### config.mk
export PLATFORM = sky130hd
export DESIGN_NAME = skps_ram
export DESIGN_NICKNAME = d
export VERILOG_FILES = /design/src/sv/skps_ram.sv
export SDC_FILE = /design/constraint.sdc
export NUM_CORES = 1
export LEC_CHECK = 0
export BUFFER_PORTS_ARGS = -buffer_cell sky130_fd_sc_hd__buf_2
export CAP_MARGIN = 5
export CORE_AREA = 2 2 55 57
export CTS_CLUSTER_DIAMETER = 120
export DETAILED_ROUTE_END_ITERATION = 16
export DIE_AREA = 0 0 57 59
export PLACE_DENSITY_LB_ADDON = 0.1
export REMOVE_ABC_BUFFERS = 1
export SLEW_MARGIN = 20
export SYNTH_ARGS = -nofsm -noshare
export SYNTH_HDL_FRONTEND = slang
export SYNTH_SLANG_ARGS = --single-unit
### constraint.sdc
create_clock -name clk_i -period 0.9 [get_ports clk_i]
set_input_delay 0.18 -clock clk_i [delete_from_list [all_inputs] [get_ports clk_i]]
set_output_delay 0.18 -clock clk_i [all_outputs]
set_load 0.01 [all_outputs]
### src/sv/skps_ram.sv
// Generic single-write, single-read RAM with registered read data.
// No dependencies.
module skps_ram #(
  parameter int unsigned WIDTH = 8,
  parameter int unsigned DEPTH = 2
) (
  input  logic                     clk_i,
  input  logic                     we_i,
  input  logic [$clog2(DEPTH)-1:0] waddr_i,
  input  logic [WIDTH-1:0]         wdata_i,
  input  logic [$clog2(DEPTH)-1:0] raddr_i,
  output logic [WIDTH-1:0]         rdata_o
);

  logic [WIDTH-1:0] mem [DEPTH];
  logic [WIDTH-1:0] rdata_q;

  always_ff @(posedge clk_i) begin
    if (we_i) begin
      mem[waddr_i] <= wdata_i;
    end
    rdata_q <= mem[raddr_i];
  end

  assign rdata_o = rdata_q;

endmodule

# After elaboration in Yosys (flattened, before gate mapping)

Memory sizes are Yosys's and may differ from the RTL's. A register that Yosys moved wholly into a read port is not among the register bits.
Cells that the tools add are included.

Mux-type cells: 2

Operators with widths:

| cell              | number |
|---|---|
| 1-bit two-way mux | 2 |

Word-level logic and storage cells: 3
Register bits after elaboration: 0
Output and inout bits: 8
Bits in writable memories: 16
Memories: 1

Memories:

| name | words | width | rd ports | clocked after memory_dff | write ports | RTL line | source |
|---|---|---|---|---|---|---|---|
| mem  | 2     | 8     | 1        | 1                        | 1           | 15       | `logic [WIDTH-1:0] mem [DEPTH];` |

# Depth between registers and ports, before layout

Depth after elaboration: 2
Depth in mapped cells: 2

# Worst setup path after synthesis

Ideal clock, no wire load.

Kind: input to register
Start point: input we_i
End point: memory mem[0][0] (enable)
Path slack: -73 ps
Setup time: 373 ps
Arrival time: 600 ps
Path buffers: 0
Stages on the path: 1
Cells stage by stage: nor2b_1

Longest elaborated chain between the ends: 2

Ends and longest elaborated chain:

| item                                    | RTL line | source |
|---|---|---|
| from (decl)                             | 8        | `input logic we_i,` |
| 1-bit two-way mux                       | 19       | `if (we_i) begin` |
| 1-bit two-way mux (implied by the code) | 20       | `mem[waddr_i] <= wdata_i;` |
| to (decl)                               | 15       |  |

Every way passes these cells.

# Final worst setup path

Start point: register rdata_q[5], in the netlist rdata_o[5], read port of mem
End point: output rdata_o[5]

RTL lines:

| item        | RTL line | source |
|---|---|---|
| from (decl) | 16       | `logic [WIDTH-1:0] rdata_q;` |
| to (decl)   | 12       | `output logic [WIDTH-1:0] rdata_o` |

No word-level cell between the ends.

==> impl_metrics.yaml <==
timing:
  skew_ns: 0.00753
  worst_slew_pin_slew_ns: 0.394
  min_period_over_period: 1.04
  hold_viol_final: 0
  holdWs_ns: 0.0504
  fmax_mhz: 1070
  setup_viol: 8
  slew_violations: 0
  setup_ws_ns: -0.0349
  rsz0062_at_grt: "yes"
  relSlewSlack: 0.737
  finalCriticalPeriod_ns: 0.935
final_layout:
  layout_common_cells: "18 x buf_2, 16 x edfxtp_1, 8 x mux2_4, 7 x dfxtp_1, 3 x clkbuf_4"
  mostFrequentLayoutCell: "buf_2"
  drive_above_1_share: 0.569
  syn2layout_area_growth_pct: 22.2
  num_antenna_cells: 0
  layout.nets: 71
  n_fill_cell: 273
worst_setup_path:
  start_kind: "flip-flop"
  rr_endpoint: "rdata_o[1]"
  cp.required_ns: 0.72
  path_delay_family: "flip-flops"
  worstPathMaxFanout: 1
  worstPathArrival_ns: 0.75
  critPathLaunch: "rdata_o[5]"
  crit_path_top_delay_cell: "dfxtp_1"
  rr_worst_depth: 1
  crit_chain: "buf_2"
  slowest_delay_ns: 0.33
  path_class: "flip-flop to output port"
  crit_cells: 1
  end_kind: "output port"
  crit_end: "rdata_o[5]"
  r2r_setup_slack_ns: 0.16
  worst-path-buf-inv: 1
  r2r-start: "mem[0][1]"
synthesis:
  synth_cell_types: 6
  ys_top_cells_by_area: "edfxtp_1 61%, dfxtp_1 20%, mux2_4 15%"
  yosys_warnings: 0
  synth_area_um2: 785
  synth_top_area_cell: "edfxtp_1"
  synthCells: 35
  synth_top_area_frac: 0.612
  synth-seq-cells: 24
  avgSynthCellArea_um2: 22.4
  ys_seq_area_frac: 0.817
power_and_ir_drop:
  ir_drop_uv: 932
  power.leakage_nw: 0.391
  pwr_density_cell_nw_per_um2: 2090
  power_mw: 2.00
drt:
  wirelength_um: 999
  via_per_inst: 3.91
  dr.first_iter.drc_count: 10
  wl_per_cell_um: 11.2
  first_pass_iters: 4
  ant_nets: 0
  drc: 0
  vias: 348
clocking:
  htree_levels: 1
  clk-insertion-delay-late_ns: 0.31
  ctsLongestPathBuffers: 2
  postCtsHoldBufs: 0
  post_cts_buffers: 0
  cts_tree: "built"
  clock_sinks: 24
  cts.clk_slew.worst_paths_ns: 0.13
  numCtsBuffers: 3
  cts_root_buf: "clkbuf_4"
run_status:
  outcome: "complete, but fails checks"
  violations: "negative setup slack"
floorplan:
  ios: 20
  num_rows: 19
  dieArea_um2: 3360
  coreArea_um2: 2710
  die_w_um: 57
  dieHeight_um: 59
  start_util: 0.289
grt:
  antenna_found_initial: 0
  grt_max_degree: 14
  overflow: 0
  grt_pass1_vias: 312
  grt.total_usage: 0.0625
  grt_pass1_wl_mm: 1.45
placement:
  port_buffers: 19
  gp_congestion: 0.635
  preCtsSetupSlack_ns: -0.0927
run:
  maxCapViolCount: 0
worst_hold_path:
  whs_path_depth: 1
  hold_class: "input port to flip-flop"
how the worst min path moves through the flow:
| stage | endpoint | slack [ns] | startpoint |
|---|---|---|---|
| 2_1_floorplan | mem[0][0] | 0.28 | wdata_i[0] |
| 3_3_place_gp | mem[0][3] | 0.37 | wdata_i[3] |
| 3_5_place_dp | mem[0][2] | 0.37 | wdata_i[2] |
| 4_1_cts | mem[0][2] | 0.04 | wdata_i[2] |
| 5_1_grt | mem[1][4] | 0.02 | wdata_i[4] |
| 6_report | mem[0][1] | 0.05 | wdata_i[1] |
per-layer routing:
layer	GRT usage	vias to the layer above	wire length, um
met5	0	-	0
met4	0.00997	0	0
met3	0.0480	0	93
met2	0.0952	16	492
met1	0.0714	157	413
li1	-	175	-
final cells by class:
cell class	instances	area, um^2	area share
flip-flops and latches	24	642	0.670
well taps	31	38.8	0.0405
repair buffers	20	109	0.114
multi-input cells	10	133	0.138
clock buffers	4	36.3	0.0379
flip-flops by register name, summed over array words and instances (netlist names):
signal / cells
mem: 16
rdata_o: 8
synth_stat cells:
master and n:
nor2b_1 1, edfxtp_1 16, and2_1 1, mux2_4 8, buf_6 1, dfxtp_1 8
stage by stage:
step,cells,TNS (ns),cell area [um^2],utilization
6_report,89,-0.235,958,0.354
5_1_grt,89,-0.666,958,0.354
4_1_cts,89,-0.373,951,0.351
3_5_place_dp,85,-0.742,915,0.337
3_3_place_gp,85,-0.405,915,0.337
2_1_floorplan,34,-0.588,773,-
power breakdown:
group          switching (mW)  total (mW)  internal [mW]
registers              0.0177        1.28           1.26
clock network           0.308       0.555          0.247
logic                  0.0690       0.165         0.0955
total                   0.395        2.00           1.60
repair_timing:
action | in CTS | in global routing
resized for setup | 0 | 2
pin swaps | 0 | 0
endpoints found under the setup margin | 8 | 8
cloned | 0 | 0
endpoints found under the hold margin | 0 | 0
kinds of logic after synthesis:
kind of cell / count (synthesis) / synth area share
DFF: 24 / 0.817
muxes: 8 / 0.153
and+or+nand+nor: 2 / 0.0160
buffers and inverters: 1 / 0.0144
Note: power is estimated with default switching activity, not from simulation.
