[config.mk]
export PLATFORM = sky130hd
export DESIGN_NAME = skps_cmp
export DESIGN_NICKNAME = d
export VERILOG_FILES = /design/src/sv/skps_pkg.sv /design/src/sv/skps_cmp.sv
export SDC_FILE = /design/constraint.sdc
export NUM_CORES = 1
export LEC_CHECK = 0
export BUFFER_PORTS_ARGS = -buffer_cell sky130_fd_sc_hd__buf_2
export CORE_AREA = 2 2 202 204
export DETAILED_ROUTE_END_ITERATION = 8
export DIE_AREA = 0 0 204 206
export MAX_ROUTING_LAYER = met4
export PLACE_DENSITY = 0.38
export RECOVER_POWER = 50
export SLEW_MARGIN = 20
export SYNTH_ARGS = -nofsm -noshare
export SYNTH_HDL_FRONTEND = slang
export SYNTH_SLANG_ARGS = --single-unit
[constraint.sdc]
create_clock -name vclk -period 5.8
set_input_delay 0.58 -clock vclk [all_inputs]
set_output_delay 0.58 -clock vclk [all_outputs]
set_load 0.1 [all_outputs]
[src/sv/skps_pkg.sv]
// Shared types and constants for the sorted key pair set.
// Standalone package; imported by every module of the block but skps_ram.
package skps_pkg;

  localparam int unsigned TABLE_DEPTH = 256;
  localparam int unsigned ADDR_W      = $clog2(TABLE_DEPTH);
  localparam int unsigned CNT_W       = $clog2(TABLE_DEPTH + 1);
  localparam int unsigned FIELD_W     = 64;
  localparam int unsigned KEY_W       = 4 * FIELD_W;

  localparam logic [CNT_W-1:0] DEPTH_CNT = CNT_W'(TABLE_DEPTH);

  // opcodes
  localparam logic [1:0] OP_ADD    = 2'd0;
  localparam logic [1:0] OP_REMOVE = 2'd1;
  localparam logic [1:0] OP_CHECK  = 2'd2;
  localparam logic [1:0] OP_CLEAR  = 2'd3;

  // status codes
  localparam logic [1:0] ST_OK   = 2'd0;
  localparam logic [1:0] ST_MISS = 2'd1;
  localparam logic [1:0] ST_FULL = 2'd2;

  typedef logic [KEY_W-1:0] key_t;

  typedef struct packed {
    logic eq;
    logic lt;
  } cmp_t;

endpackage

[src/sv/skps_cmp.sv]
// Unsigned 256-bit key comparator: search key against one stored entry.
// Uses skps_pkg.
module skps_cmp (
  input  skps_pkg::key_t key_i,
  input  skps_pkg::key_t entry_i,
  output skps_pkg::cmp_t cmp_o
);
  import skps_pkg::*;

  assign cmp_o.eq = (key_i == entry_i);
  assign cmp_o.lt = (key_i < entry_i);

endmodule

After elaboration in Yosys (flattened, before gate mapping)
Index checks and enable logic that the tools add are counted.
Widths: inputs -> output; s select.

cells by class
  $lt $le $gt $ge = 1
  muxes and demuxes = 0
  div/mod/pow operators = 0
  bitwise operators = 0
  add/subtract/negate cells = 0
  reduce and logical (&&, ||, !) cells = 0
  $mul = 0
  shifts and indexed selects = 0
  equality and inequality tests = 1

operators with widths
  cell            number
  $eq 256x256->1  1
  $lt 256x256->1  1

word-level totals
  word-level logic and storage cells = 2
  output and inout port bits = 2
  memory bits (writable) = 0
  bits in read-only memories = 0
  flip-flop bits (word level) = 0
  bits in latches = 0
  memories kept = 0

Logic depth before layout (Yosys ltp)
  word-level depth = 1
  mapped depth = 9

Worst setup path before layout
No wires, ideal clock.

  path type = input-to-output
  start point = in entry_i[151]
  end point = out cmp_o[0] (netlist name)
  cell stages on the path = 9
  path slack = 0.269 ns
  arrival time = 4.951 ns
  path through = inv_1 ha_1 a21oi_1 o21ai_1 a22o_1 or4_1 o31ai_1 nand4_1 nor4bb_1

RTL lines
  item         RTL line       text
  from (decl)  skps_cmp.sv:5  input skps_pkg::key_t entry_i,
  to (decl)    skps_cmp.sv:6  output skps_pkg::cmp_t cmp_o

==> impl_results.md <==
- Crit Path Category: in -> out
- Starting Density: 16.2%
- Total Routing Usage GR: 13.7%
- Post-Route Setup TNS: 0 ns
- Sequential cell count: 0
- GP Congestion: 0.879
- Die height: around 200 µm
- Final #Nets: between 2000 and 2500
- Library cells used by synthesis: 51
- DP HPWL: 29300 µm
- Syn Nets: 1695
- Post-CTS Hold Fix Bufs: 0
- Final worst-path cycle share: 79.1%
- Die area: 0.0420 mm²
- # rows: between 70 and 80
- Share of cells above drive strength 1: 36.4%
- Area growth, synth to finish: 49.8%
- Met1 GRT Util: 15.8%
- Max-slew violations: 0
- DRC Markers: 0
- Filler cell count: 4674
- DIE WIDTH: 204 µm
- Mean Syn Cell Area: 7.02 µm²
- Pwr Density: 61.5 mW/mm²
- Remaining global-route overflow: 0
- Pin count of the biggest net entering global routing: 6
- Hold_ws: 2.03 ns
- Postcts setup bufs: 0
- Layout clock buffers: 0
- Worst Hold Class: in -> out
- DR pass1 iterations: 5
- Worst Path Arrival: 4.01 ns
- Top Usage Layer GRT: met2
- Fmax: 218 MHz
- Leak pwr: 6.18 nW
- Post-synth top area share: 49.2%
- Slew at the pin closest to its max-slew limit: between 1 and 1.5 ns
- Required @ worst endpoint: ~5.2 ns
- Total routed wirelength: ~30000 µm
- Slew Limit Headroom: 18.8%
- Cell count after placement: 1973
- Fin cells: 1974
- CP Launch Point: entry_i[188]
- Sequential Area: 0 µm²
- Worst setup path end: cmp_o[1]
- Worst setup EP type: output port
- Ports: between 500 and 600
- Cells after Synth: 927
- Post-CTS Resized: 0
- Ys Warns: 0
- Unrepaired setup endpoints after global routing: no
- Post-synth top cells: inv_1 (261), ha_1 (256), a21oi_1 (104), nand2_1 (65), nand4_1 (45)
- Layout Utilization: approximately a quarter
- Maxcap violations: 0
- Met3 Usage GRT: 1.75%
- Post-synth top area cell: ha_1
- Top-count cell post-synth: inv_1
- Post-route ant nets: 0
- Synth area leaders: ha_1 (49%), inv_1 (15%), a21oi_1 (8.0%), nand4_1 (4.3%), nand2_1 (3.8%)
- Core Area: 0.0402 mm²
- Critical Path Fanout Max: 3
- Initial drt markers: between 150 and 200
- Mapped Area: 0.00651 mm²
- # setup viols final: 0
- Startpoint Class: input pin
- Vias per cell: 4.05
- Final min period: ~4.6 ns
- Hold Vio Cnt, Final: 0
- Status: finished, final reports clean
- Sequential fraction of the synthesis area: 0%
- Via Count: 7997
- Initial antenna violation count: 1
- Routed length per instance: roughly 15 µm
- Vias in the first global route: 8408
- Port bufs: approximately 500
- Met2 Track Usage GR: a little over a quarter
- Peak supply drop: roughly 0.019 mV
- First-pass GRT wire length: 43400 µm
[final cells by class]
class | count | area [µm²] | share of cell area, %
Timing Repair Buffer | 514 | 2570 | 26.4
Inverter | 261 | 980 | 10.1
Multi-Input combinational cell | 666 | 5530 | 56.7
Antenna cell | 1 | 2.50 | 0.0257
Tap cell | 532 | 666 | 6.83
[worst min path at each step]
stage / from / endpoint / slack [ns] / depth (start not counted)
3_5_place_dp: key_i[16] / cmp_o[1] / 2.00 / 6
6_report: key_i[127] / cmp_o[0] / 2.03 / 6
2_1_floorplan: key_i[159] / cmp_o[0] / 1.86 / 5
3_3_place_gp: key_i[16] / cmp_o[1] / 2.00 / 6
5_1_grt: key_i[127] / cmp_o[0] / 2.09 / 6
4_1_cts: key_i[16] / cmp_o[1] / 2.00 / 6
[critical path, stage by stage]
cell and delay [ns]:
buf_2 0.09, inv_1 0.03, ha_1 0.32, nand4_1 0.19
nor4_1 0.50, nand4_1 0.33, nor4_2 0.41, nand3_1 0.28
nor3_1 0.33, clkbuf_1 0.93
[stage by stage]
stage	setup slack, ns	power [mW]	cell area (µm²)
2_1_floorplan	0.269	0.313	6510
4_1_cts	1.50	0.615	9740
5_1_grt	0.912	0.699	9750
3_3_place_gp	1.58	0.608	9740
6_report	1.21	0.599	9750
3_5_place_dp	1.51	0.611	9740
[power breakdown]
group | switching (mW) | internal, mW
logic | 0.299 | 0.300
clock network | 0 | 0.0000000230
registers | 0 | 0
total | 0.299 | 0.300
[cells in the final DEF, fill, tap and decap left out, types with 17 or more instances in the layout]
| cell | count |
|---|---|
| buf_2 | 513 |
| inv_1 | 261 |
| ha_1 | 256 |
| a21oi_1 | 104 |
| nand2_1 | 65 |
| nand4_1 | 45 |
| o21ai_0 | 27 |
| nand3_1 | 23 |
| a21o_1 | 22 |
| nor2_1 | 17 |
[logic make-up (layout without fill, tap and decap cells)]
| kind of cell | Yosys count | after routing | share of synthesized area, % |
|---|---|---|---|
| buffers and inverters | 261 | 775 | 15.1 |
| adder cells (fa/ha/maj) | 256 | 256 | 49.2 |
| AO/OA/AOI/OAI | 209 | 209 | 19.1 |
| AND/OR/NAND/NOR | 201 | 201 | 16.7 |
| other | 0 | 1 | 0 |
[layer usage]
layer,routed length (µm),vias up
met4,270,0
met3,2020,10
met5,0,-
met2,15400,285
met1,12300,3433
li1,-,4269
Note: power is estimated with default switching activity, not from simulation.
